[src/hdl/prb_pkg.sv]
// ----------------------------------------------------------------------------
// prb_pkg: shared definitions for the palette rotate blitter
// Item codes, register map, orientation codes, default geometry and the
// command bundle that drives the palette memory.
// ----------------------------------------------------------------------------
package prb_pkg;

    // Default geometry of the display and of the palette.
    localparam int PORTRAIT_WIDTH_DEF  = 240;
    localparam int PORTRAIT_ROWS_DEF   = 180;
    localparam int TOP_OFFSET_ROWS_DEF = 24;
    localparam int LANDSCAPE_WIDTH_DEF = 320;
    localparam int LANDSCAPE_ROWS_DEF  = 240;
    localparam int PALETTE_DEPTH_DEF   = 256;

    // Field widths of the stream items.
    localparam int MODE_W  = 2;
    localparam int INDEX_W = 8;
    localparam int CHAN_W  = 8;
    localparam int ADDR_W  = 20;
    localparam int COLOR_W = 16;
    localparam int PITCH_W = 12;
    localparam int STEP_W  = PITCH_W + 1;

    // Reset values of the pitch registers.
    localparam int X_PITCH_RST = 1;
    localparam int Y_PITCH_RST = 240;

    // Kind of an input beat.
    typedef enum logic [MODE_W-1:0] {
        MODE_PALETTE = 2'd0,
        MODE_PIXEL   = 2'd1,
        MODE_FRAME   = 2'd2
    } mode_t;

    // Display orientation; the unused code behaves as landscape left.
    typedef enum logic [1:0] {
        ORIENT_PORTRAIT = 2'd0,
        ORIENT_RIGHT    = 2'd1,
        ORIENT_LEFT     = 2'd2
    } orient_t;

    // Configuration register map, word index.
    typedef enum logic [1:0] {
        REG_ORIENTATION = 2'd0,
        REG_X_PITCH     = 2'd1,
        REG_Y_PITCH     = 2'd2
    } reg_index_t;

    // Palette access command for one cycle.
    typedef struct packed {
        logic wr_en;
        logic rd_en;
    } pal_cmd_t;

endpackage

[src/hdl/prb_palette.sv]
// ----------------------------------------------------------------------------
// prb_palette: RGB565 palette memory
// Converts 24-bit colors to RGB565 on a write and returns the stored color
// from a register in the cycle after a read. Indices beyond the palette depth read as black.
// ----------------------------------------------------------------------------
module prb_palette #(
    parameter int PALETTE_DEPTH = prb_pkg::PALETTE_DEPTH_DEF
) (
    input  logic                          clk,
    input  prb_pkg::pal_cmd_t             cmd,
    input  logic [prb_pkg::INDEX_W-1:0]   index,
    input  logic [prb_pkg::CHAN_W-1:0]    red,
    input  logic [prb_pkg::CHAN_W-1:0]    green,
    input  logic [prb_pkg::CHAN_W-1:0]    blue,
    output logic [prb_pkg::COLOR_W-1:0]   color
);

    localparam int AW = $clog2(PALETTE_DEPTH);

    logic [prb_pkg::COLOR_W-1:0] mem [PALETTE_DEPTH];
    logic [prb_pkg::COLOR_W-1:0] rdata_reg;
    logic                        hit_reg;
    logic                        hit;
    logic [AW-1:0]               addr;
    logic [prb_pkg::COLOR_W-1:0] wdata;

    // Range check and address of the entry.
    assign hit   = {1'b0, index} < (prb_pkg::INDEX_W + 1)'(PALETTE_DEPTH);
    assign addr  = index[AW-1:0];

    // Keep the top bits of each channel: 5 red, 6 green, 5 blue.
    assign wdata = {red[7:3], green[7:2], blue[7:3]};

    // Write port.
    always_ff @(posedge clk)
    begin
        if (cmd.wr_en && hit)
        begin
            mem[addr] <= wdata;
        end
    end

    // Registered read port; data holds until the next read.
    always_ff @(posedge clk)
    begin
        if (cmd.rd_en)
        begin
            rdata_reg <= mem[addr];
            hit_reg   <= hit;
        end
    end

    assign color = hit_reg ? rdata_reg : '0;

endmodule

[src/hdl/palette_rotate_blit.sv]
// ----------------------------------------------------------------------------
// palette_rotate_blit: palette lookup blitter with display rotation
// Stores RGB565 palette entries and streams out colored pixels with their
// display word offsets for portrait or either landscape orientation.
// ----------------------------------------------------------------------------
// Pipeline: a pixel beat passes the lookup stage, then the output register.
// Throughput: one beat per cycle while m_tready keeps the output moving; the
// address walk is one add per beat, so beats follow back to back.
// Reset: registers take their reset values, position goes to the portrait
// start; palette contents stay undefined until written.
module palette_rotate_blit #(
    parameter int PORTRAIT_WIDTH  = prb_pkg::PORTRAIT_WIDTH_DEF,
    parameter int PORTRAIT_ROWS   = prb_pkg::PORTRAIT_ROWS_DEF,
    parameter int TOP_OFFSET_ROWS = prb_pkg::TOP_OFFSET_ROWS_DEF,
    parameter int LANDSCAPE_WIDTH = prb_pkg::LANDSCAPE_WIDTH_DEF,
    parameter int LANDSCAPE_ROWS  = prb_pkg::LANDSCAPE_ROWS_DEF,
    parameter int PALETTE_DEPTH   = prb_pkg::PALETTE_DEPTH_DEF
) (
    input  logic        clk,
    input  logic        rst_n,
    // Input stream
    input  logic        s_tvalid,
    output logic        s_tready,
    input  logic [31:0] s_tdata,   // index[7:0], red[15:8], green[23:16], blue[31:24]
    input  logic [1:0]  s_tuser,   // mode[1:0]
    // Output stream
    output logic        m_tvalid,
    input  logic        m_tready,
    output logic [39:0] m_tdata,   // word_address[19:0], color[35:20], zero pad[39:36]
    output logic        m_tlast,   // frame_last
    // Configuration port
    input  logic        psel,
    input  logic        penable,
    input  logic        pwrite,
    input  logic [3:0]  paddr,
    input  logic [31:0] pwdata,
    output logic [31:0] prdata,
    output logic        pready
);

    localparam int AW      = prb_pkg::ADDR_W;
    localparam int SW      = prb_pkg::STEP_W;
    localparam int PW      = prb_pkg::PITCH_W;
    localparam int MAX_W   = (PORTRAIT_WIDTH > LANDSCAPE_WIDTH) ?
                             PORTRAIT_WIDTH : LANDSCAPE_WIDTH;
    localparam int MAX_R   = (PORTRAIT_ROWS > LANDSCAPE_ROWS) ?
                             PORTRAIT_ROWS : LANDSCAPE_ROWS;
    localparam int COL_W   = $clog2(MAX_W);
    localparam int ROW_W   = $clog2(MAX_R);
    localparam logic [COL_W-1:0] P_COL_LAST = COL_W'(PORTRAIT_WIDTH - 1);
    localparam logic [COL_W-1:0] L_COL_LAST = COL_W'(LANDSCAPE_WIDTH - 1);
    localparam logic [ROW_W-1:0] P_ROW_LAST = ROW_W'(PORTRAIT_ROWS - 1);
    localparam logic [ROW_W-1:0] L_ROW_LAST = ROW_W'(LANDSCAPE_ROWS - 1);
    localparam logic [AW-1:0]    RST_START  =
        AW'(prb_pkg::Y_PITCH_RST * TOP_OFFSET_ROWS);
    localparam logic [SW-1:0]    RST_STEP     = SW'(prb_pkg::X_PITCH_RST);
    localparam logic [SW-1:0]    RST_ROW_STEP = SW'(prb_pkg::Y_PITCH_RST);

    // Configuration registers.
    logic [1:0]    orientation_reg;
    logic [PW-1:0] x_pitch_reg;
    logic [PW-1:0] y_pitch_reg;

    // Geometry of the frame in progress and the walk position.
    logic             act_portrait_reg, act_portrait_next;
    logic [SW-1:0]    act_step_reg,     act_step_next;
    logic [SW-1:0]    act_row_step_reg, act_row_step_next;
    logic [AW-1:0]    row_start_reg,    row_start_next;
    logic [AW-1:0]    pixel_addr_reg,   pixel_addr_next;
    logic [COL_W-1:0] col_reg,          col_next;
    logic [ROW_W-1:0] row_reg,          row_next;

    // Geometry a new frame would take from the current registers.
    logic          new_portrait;
    logic [AW-1:0] new_start;
    logic [SW-1:0] new_step;
    logic [SW-1:0] new_row_step;

    // Pipeline: lookup stage and output register.
    logic          s1_valid_reg, s1_valid_next;
    logic [AW-1:0] s1_addr_reg;
    logic          s1_last_reg;
    logic          out_valid_reg, out_valid_next;
    logic [AW-1:0] out_addr_reg;
    logic [prb_pkg::COLOR_W-1:0] out_color_reg;
    logic          out_last_reg;

    logic          out_free;
    logic          accept;
    logic          pix_acc;
    logic          frame_acc;
    logic          last_col;
    logic          last_row;
    logic          cfg_wr;
    logic [AW-1:0] x_ext;
    logic [AW-1:0] y_ext;
    logic [SW-1:0] x_step;
    logic [SW-1:0] y_step;
    prb_pkg::mode_t    mode;
    prb_pkg::pal_cmd_t pal_cmd;
    logic [prb_pkg::COLOR_W-1:0] pal_color;

    // ------------------------------------------------------------------
    // Configuration port
    // ------------------------------------------------------------------
    assign pready = 1'b1;
    assign cfg_wr = psel && penable && pwrite;

    always_ff @(posedge clk or negedge rst_n)
    begin
        if (!rst_n)
        begin
            orientation_reg <= prb_pkg::ORIENT_PORTRAIT;
            x_pitch_reg     <= PW'(prb_pkg::X_PITCH_RST);
            y_pitch_reg     <= PW'(prb_pkg::Y_PITCH_RST);
        end
        else if (cfg_wr)
        begin
            case (paddr[3:2])
                prb_pkg::REG_ORIENTATION: orientation_reg <= pwdata[1:0];
                prb_pkg::REG_X_PITCH:     x_pitch_reg     <= pwdata[PW-1:0];
                prb_pkg::REG_Y_PITCH:     y_pitch_reg     <= pwdata[PW-1:0];
                default: ;
            endcase
        end
    end

    // Register read-back.
    always_comb
    begin
        case (paddr[3:2])
            prb_pkg::REG_ORIENTATION: prdata = {30'b0, orientation_reg};
            prb_pkg::REG_X_PITCH:     prdata = {{(32-PW){1'b0}}, x_pitch_reg};
            prb_pkg::REG_Y_PITCH:     prdata = {{(32-PW){1'b0}}, y_pitch_reg};
            default:                  prdata = '0;
        endcase
    end

    // ------------------------------------------------------------------
    // Frame geometry from the registers
    // ------------------------------------------------------------------
    assign x_ext  = {{(AW-PW){x_pitch_reg[PW-1]}}, x_pitch_reg};
    assign y_ext  = {{(AW-PW){y_pitch_reg[PW-1]}}, y_pitch_reg};
    assign x_step = {x_pitch_reg[PW-1], x_pitch_reg};
    assign y_step = {y_pitch_reg[PW-1], y_pitch_reg};

    always_comb
    begin
        case (orientation_reg)
            prb_pkg::ORIENT_PORTRAIT:
            begin
                new_portrait = 1'b1;
                new_start    = y_ext * AW'(TOP_OFFSET_ROWS);
                new_step     = x_step;
                new_row_step = y_step;
            end
            prb_pkg::ORIENT_RIGHT:
            begin
                new_portrait = 1'b0;
                new_start    = y_ext * AW'(LANDSCAPE_WIDTH);
                new_step     = SW'(0) - y_step;
                new_row_step = x_step;
            end
            default:
            begin
                new_portrait = 1'b0;
                new_start    = x_ext * AW'(LANDSCAPE_ROWS);
                new_step     = y_step;
                new_row_step = SW'(0) - x_step;
            end
        endcase
    end

    // ------------------------------------------------------------------
    // Handshake
    // ------------------------------------------------------------------
    assign mode      = prb_pkg::mode_t'(s_tuser);
    assign out_free  = !out_valid_reg || m_tready;
    assign s_tready  = !s1_valid_reg || out_free;
    assign accept    = s_tvalid && s_tready;
    assign pix_acc   = accept && (mode == prb_pkg::MODE_PIXEL);
    assign frame_acc = accept && (mode == prb_pkg::MODE_FRAME);

    // ------------------------------------------------------------------
    // Address walk
    // ------------------------------------------------------------------
    assign last_col = col_reg == (act_portrait_reg ? P_COL_LAST : L_COL_LAST);
    assign last_row = row_reg == (act_portrait_reg ? P_ROW_LAST : L_ROW_LAST);

    always_comb
    begin
        act_portrait_next = act_portrait_reg;
        act_step_next     = act_step_reg;
        act_row_step_next = act_row_step_reg;
        row_start_next    = row_start_reg;
        pixel_addr_next   = pixel_addr_reg;
        col_next          = col_reg;
        row_next          = row_reg;
        if (frame_acc || (pix_acc && last_col && last_row))
        begin
            // New frame with the current register values.
            act_portrait_next = new_portrait;
            act_step_next     = new_step;
            act_row_step_next = new_row_step;
            row_start_next    = new_start;
            pixel_addr_next   = new_start;
            col_next          = '0;
            row_next          = '0;
        end
        else if (pix_acc && !last_col)
        begin
            col_next        = col_reg + COL_W'(1);
            pixel_addr_next = pixel_addr_reg +
                              {{(AW-SW){act_step_reg[SW-1]}}, act_step_reg};
        end
        else if (pix_acc)
        begin
            // Next row.
            col_next        = '0;
            row_next        = row_reg + ROW_W'(1);
            row_start_next  = row_start_reg +
                              {{(AW-SW){act_row_step_reg[SW-1]}}, act_row_step_reg};
            pixel_addr_next = row_start_next;
        end
    end

    always_ff @(posedge clk or negedge rst_n)
    begin
        if (!rst_n)
        begin
            act_portrait_reg <= 1'b1;
            act_step_reg     <= RST_STEP;
            act_row_step_reg <= RST_ROW_STEP;
            row_start_reg    <= RST_START;
            pixel_addr_reg   <= RST_START;
            col_reg          <= '0;
            row_reg          <= '0;
        end
        else
        begin
            act_portrait_reg <= act_portrait_next;
            act_step_reg     <= act_step_next;
            act_row_step_reg <= act_row_step_next;
            row_start_reg    <= row_start_next;
            pixel_addr_reg   <= pixel_addr_next;
            col_reg          <= col_next;
            row_reg          <= row_next;
        end
    end

    // ------------------------------------------------------------------
    // Palette memory
    // ------------------------------------------------------------------
    assign pal_cmd.wr_en = accept && (mode == prb_pkg::MODE_PALETTE);
    assign pal_cmd.rd_en = pix_acc;

    prb_palette #(
        .PALETTE_DEPTH (PALETTE_DEPTH)
    ) u_palette (
        .clk   (clk),
        .cmd   (pal_cmd),
        .index (s_tdata[7:0]),
        .red   (s_tdata[15:8]),
        .green (s_tdata[23:16]),
        .blue  (s_tdata[31:24]),
        .color (pal_color)
    );

    // ------------------------------------------------------------------
    // Lookup stage and output register
    // ------------------------------------------------------------------
    always_comb
    begin
        if (pix_acc)
        begin
            s1_valid_next = 1'b1;
        end
        else if (out_free)
        begin
            s1_valid_next = 1'b0;
        end
        else
        begin
            s1_valid_next = s1_valid_reg;
        end
        out_valid_next = out_free ? s1_valid_reg : out_valid_reg;
    end

    always_ff @(posedge clk or negedge rst_n)
    begin
        if (!rst_n)
        begin
            s1_valid_reg  <= 1'b0;
            out_valid_reg <= 1'b0;
        end
        else
        begin
            s1_valid_reg  <= s1_valid_next;
            out_valid_reg <= out_valid_next;
        end
    end

    // Payload of the lookup stage and of the output beat.
    always_ff @(posedge clk)
    begin
        if (pix_acc)
        begin
            s1_addr_reg <= pixel_addr_reg;
            s1_last_reg <= last_col && last_row;
        end
        if (out_free)
        begin
            out_addr_reg  <= s1_addr_reg;
            out_color_reg <= pal_color;
            out_last_reg  <= s1_last_reg;
        end
    end

    assign m_tvalid = out_valid_reg;
    assign m_tdata  = {4'b0, out_color_reg, out_addr_reg};
    assign m_tlast  = out_last_reg;

endmodule
[config.mk]
export PLATFORM = sky130hd
export DESIGN_NAME = palette_rotate_blit
export DESIGN_NICKNAME = d
export VERILOG_FILES = /design/src/hdl/prb_pkg.sv /design/src/hdl/prb_palette.sv /design/src/hdl/palette_rotate_blit.sv
export SDC_FILE = /design/constraint.sdc
export NUM_CORES = 2
export LEC_CHECK = 0
export BUFFER_PORTS_ARGS = -buffer_cell sky130_fd_sc_hd__buf_2
export CAP_MARGIN = 20
export CELL_PAD_IN_SITES_DETAIL_PLACEMENT = 0
export CELL_PAD_IN_SITES_GLOBAL_PLACEMENT = 1
export CORE_MARGIN = 5
export CORE_UTILIZATION = 50
export DETAILED_ROUTE_END_ITERATION = 16
export GPL_ROUTABILITY_DRIVEN = 0
export HOLD_SLACK_MARGIN = 0.06
export PLACE_DENSITY_LB_ADDON = 0.1
export SYNTH_ARGS = -nofsm -noshare
export SYNTH_HDL_FRONTEND = slang
export SYNTH_HIERARCHICAL = 1
export SYNTH_SLANG_ARGS = --single-unit
[constraint.sdc]
create_clock -name clk -period 5 [get_ports clk]
set_input_delay 0.75 -clock clk [delete_from_list [all_inputs] [get_ports clk]]
set_output_delay 0.75 -clock clk [all_outputs]
set_load 0.005 [all_outputs]
Word-level counts from Yosys, hierarchy flattened --
Memories as Yosys holds them, arrays and structs flattened. A register that Yosys moved wholly into a read port is not among the register bits. Cells that the tools add are included.
Cells by class: shift-type cells 0, muxes and demuxes 22, $lt $le $gt $ge 0, reduce and logical (&&, ||, !) cells 26, multiply operators 3, div/mod/pow operators 0, add/subtract/negate cells 6, bitwise gates (word level) 0, eq/ne operators 8
Operators by type and width (count):
- two-way mux 20 bit | 5
- one-hot mux 13 bit (2 select lines) | 2
- adder 20 bit | 2
- one-hot mux 20 bit (2 select lines) | 1
- two-way mux 9 bit | 4
- one-hot mux 12 bit (3 select lines) | 1
- subtractor 1 x 12 -> 13 bit (first input constant) | 2
- two-way mux 8 bit | 3
- multiplier 20 x 2 -> 17 bit (second input constant) | 1
- multiplier 20 x 3 -> 14 bit (second input constant) | 1
- multiplier 20 x 4 -> 16 bit (second input constant) | 1
- logical AND 1 bit | 10
- adder 9 x 1 -> 9 bit (second input constant) | 1
- equality test 9 bit | 1
- adder 8 x 1 -> 8 bit (second input constant) | 1
- equality test 8 bit | 1
- AND reduction 2 bit | 4
- two-way mux 7 bit | 1
- equality test 2 x 1 -> 1 bit (second input constant) | 3
- logical NOT 2 bit | 3
- two-way mux 1 bit | 5
- equality test 2 bit (second input constant) | 2
- nonzero test 2 bit | 2
- logical NOT 1 bit | 3
- other kinds (3) | 5
Word-level totals: bits in writable memories 4096, input bits 77, output and inout bits 76, bits in read-only memories 0, register bits 170, memories 1, bits in latches 0, word-level logic and storage cells 83
Memories:
- u_palette.mem | depth 256, bits a word 16, read ports 1, clocked after memory_dff 1, write ports 1, line prb_palette.sv:20 | logic [prb_pkg::COLOR_W-1:0] mem [PALETTE_DEPTH];

Logic depth before layout (Yosys ltp) --
depth after elaboration 10, mapped depth 14

By module --
Netlist, hierarchy kept.
Modules (own cells, without submodules):
- prb_palette | seq. area each 123478.4 um2, cells each 6727, times used 1, area each 155559.2 um2
- palette_rotate_blit | seq. area each 4568.1 um2, cells each 1312, times used 1, area each 12155.4 um2

Least setup slack after synthesis --
No wires, ideal clock.
path type reg2reg, start register x_pitch_reg[3], end register pixel_addr_reg[18], data arrival time 3.706 ns, library setup time 0.077 ns, clock period less this slack 3.783 ns, data required time 4.923 ns, setup slack 1.217 ns, cell stages (with the launch flop) 15, path through dfrtp_1 > inv_1 > fa_1 > fa_1 > inv_1 > ha_1 > nor2b_1 > o31a_1 > o211ai_1 > a21oi_1 > o311a_1 > or4_1 > nand3_1 > a221oi_1 > o21ai_1
Between the ends: cells in the longest elaborated chain, start to end 3
RTL lines:
- start: declaration | line palette_rotate_blit.sv:61 | logic [PW-1:0] x_pitch_reg;
- start signal: assignment | line palette_rotate_blit.sv:114 | x_pitch_reg <= PW'(prb_pkg::X_PITCH_RST);
- start signal: assignment | line palette_rotate_blit.sv:121 | prb_pkg::REG_X_PITCH: x_pitch_reg <= pwdata[PW-1:0];
- multiplier 20 x 4 -> 16 bit | line palette_rotate_blit.sv:167 | new_start = x_ext * AW'(LANDSCAPE_ROWS);
- one-hot mux 20 bit (2 select lines) | line palette_rotate_blit.sv:149 | case (orientation_reg)
- two-way mux 20 bit | line palette_rotate_blit.sv:199 | if (frame_acc || (pix_acc && last_col && last_row))
- end signal: assignment | line palette_rotate_blit.sv:245 | pixel_addr_reg <= pixel_addr_next;
- end: declaration | line palette_rotate_blit.sv:69 | logic [AW-1:0] pixel_addr_reg, pixel_addr_next;
No other way between the ends. A chain may end at the register's enable or synchronous reset.

Final worst setup path --
start register x_pitch_reg[3], end register pixel_addr_reg[19]
Same word-level chain as after synthesis.

==> summary.md <==
| Metric | Value |
|---|---|
| Status | completed |
| Unrepaired setup endpoints after global routing | false |
| Area of the multi-input gates | around 0.038 mm2 |
| Max Root-Sink Buffers | 4 |
| Leading cell type in the layout, fill and taps excluded | edfxtp_1 |
| Final WL | between 400000 and 500000 um |
| Drt drc | 0 |
| Clk sink count | roughly 4300 |
| Final-layout fill cell count | ~24000 |
| Slew headroom | 15.77% |
| Hold/Removal Path Class | input port to flip-flop |
| GR Overflow Total | 0 |
| Max VDD drop | between 300 and 400 uV |
| Final TNS setup | 0 ns |
| Worst Path Arrival | ~5.3 ns |
| Async set or reset register ratio after synthesis | between 2 and 3% |
| TritonCTS clock tree | built |
| Most frequent cells in the layout | edfxtp_1, mux4_2, buf_4, a22oi_1, clkbuf_16 |
| Area grow syn2layout | 14.67% |
| Leak | ~0.061 uW |
| Seq cells post-synth | around 4300 |
| Reg clk slew, reported paths | roughly 0.07 ns |
| Vias in the first global route | ~85000 |
| Top cells by area, synth | edfxtp_1, mux4_2, a22oi_1 |
| Crit path max fanout | 6 |
| Syn Inst Count | between 8000 and 9000 |
| First-pass GRT wire length | around 640000 um |
| Measured slew at the worst slew-check pin | between 1 and 1.5 ns |
| Core box area | 0.3337 mm2 |
| Minimum clock period | roughly 4.4 ns |
| Share of Yosys cell area claimed by the top area cell type | approximately 75% |
| Via count | about 85000 |
| Pwr/cell area | approximately 420 mW/mm2 |
| Top Ports | 153 |
| Slew Viols, Final | 0 |
| Setup crit end kind | flip-flop |
| DR WL/cell | 32.80 um |
| Hold Vio Cnt, Final | 0 |
| Max cap viols | 0 |
| Skew-Pair Late Insertion Delay | 0.97 ns |
| Drt pass-1 iters | 5 |
| # port buffers | 97 |
| # rows | roughly 210 |
| H-tree depth | 5 |
| Pre-CTS setup slack | around 0.39 ns |
| Top_reg_cell synth | edfxtp_1 |
| Chip width | ~600 um |
| Netlist area before placement | 0.1677 mm2 |
| Startpoint types | flip-flop |
| Required time of the critical path | ~5.8 ns |
| Mean area per synthesized cell | about 21 um2 |
| Routed vias/inst | 6.284 |
| Synth cell types | between 70 and 80 |
| GRT Total Usage | 25.42% |
| Largest register FFs | 4096 |
| Sequential-to-total area share from yosys stat | about three quarters |
| Ratio of cells with drive above 1 in the final layout | between 20% and 30% |
| FF+latch area | 0.1280 mm2 |
| Most area-hungry cell type in the Yosys netlist | edfxtp_1 |
| Max frequency | between 200 and 250 MHz |
| Setup WS post-layout | between 0.5 and 0.6 ns |
| Die height | 589.2 um |
| Ys Warns | 6 |
| Post-synth EDFFs | about 4200 |
| Initial Utilization | approximately half |
| Final setup viols | 0 |
| DP HPWL | about 270000 um |
| Drt initial violations | between 9000 and 10000 |
| Total CTS buffers | 439 |
| Critical path start-end classification | flip-flop to flip-flop |
| Initial antenna violation count | 18 |
| Die Area | between 0.3 and 0.4 mm2 |
| Clk_skew | 0.04576 ns |
| Clk root buf | clkbuf_16 |
| DRT antenna net count | 0 |
| Period Utilization, post-route | 88.33% |
| # nets final | ~9000 |
| Largest reg by FF count | u_palette/mem |
| Largest net degree at the start of global routing | about 140 |
| Worst hold margin | roughly 0.15 ns |
==> final cells by class <==
type | count | share of cell area [%]
diodes | 9 | 0.01171
clock buffers | 547 | 6.000
clock inverters | 255 | 1.269
inverters | 64 | 0.1249
multi-input cells | 3220 | 19.61
flip-flops and latches | 4282 | 66.58
well taps | 4387 | 2.854
repair buffers | 777 | 3.548
==> final timing paths <==
check                                                       to  cells after the start                       start  slack [ns]
worst max-delay path            pixel_addr_reg[19]$_DFFE_PN0P_                     15  x_pitch_reg[3]$_DFFE_PN0P_        0.58
worst min-delay path                  s1_valid_reg$_DFFE_PN0P_                      3                    m_tready        0.15
worst max register to register  pixel_addr_reg[19]$_DFFE_PN0P_                     15  x_pitch_reg[3]$_DFFE_PN0P_        0.58
worst min register to register       out_addr_reg[8]$_DFFE_PP_                      0    s1_addr_reg[8]$_DFFE_PP_        0.41
max in group asynchronous        row_start_reg[13]$_DFFE_PN0P_                      3                       rst_n        3.68
min in group asynchronous           x_pitch_reg[3]$_DFFE_PN0P_                      2                       rst_n        0.26
==> layer usage <==
metal  track usage (%)  routed length, um  up-vias
met4             7.376              13740        6
met1             36.78             182500    45930
met2             40.73             215500     3239
met3             3.921              32310      634
met5                 0                 45        -
li1                  -                  -    35280
==> cell usage after synthesis (21+ instances only) <==
cell type and count:
edfxtp_1 4170, mux4_2 1024, a22oi_1 516, a21oi_1 349
nor2_1 332, clkbuf_1 292, nand2_1 177, ha_1 112
o21ai_0 111, dfrtp_1 93, buf_2 79, o41ai_1 67
inv_1 63, buf_1 59, nor3_1 58, nand3_1 48
xnor2_1 46, buf_4 41, xor2_1 32, nand4_1 30
buf_6 25, fa_1 25, nor2b_1 25, a21o_1 21
==> cell families (layout without fill, tap and decap cells) <==
logic type / Yosys count / in the layout / synth area share, %
flops: 4282 / 4282 / 76.35
compound gates: 1204 / 1204 / 4.785
mux: 1046 / 1046 / 13.89
simple gates: 729 / 729 / 1.907
buf+inv: 560 / 1643 / 1.516
fa+ha+maj: 137 / 137 / 1.134
xor+xnor: 79 / 79 / 0.4208
other cells: 2 / 34 / 0.004478
==> through the flow <==
step                      instances  power (uW)  cell area, um2  utilization (%)
final                         13540       80600          192300            57.63
after global placement        12710       49320          178200            53.39
after detailed placement      12720       49400          178200            53.40
after CTS                     13530       81290          192300            57.63
after global routing          13530       83610          192300            57.63
after floorplan                8062       46280          167800                -
==> repair_timing <==
item,CTS,global route
hold endpoints to repair,64,0
gates resized for setup,0,0
setup endpoints to repair,0,0
setup buffers,0,0
hold buffers,14,0
==> report_power, final <==
part,internal [uW],switching (uW)
sequential,39800,479
clock,18500,13500
combinational,3280,5060
==> worst max-delay path, stage by stage, from the launching register on <==
cell	delay (ns)
dfrtp_1	0.48
inv_1	0.26
fa_1	0.49
fa_1	0.52
inv_1	0.04
ha_1	0.23
a211oi_1	0.29
o21ai_0	0.18
a31oi_1	0.37
buf_4	0.20
o21bai_1	0.10
o21ai_0	0.33
or3_1	0.17
nand4_1	0.17
a221oi_1	0.34
a21oi_1	0.11
(Power assumes the default switching activity.)
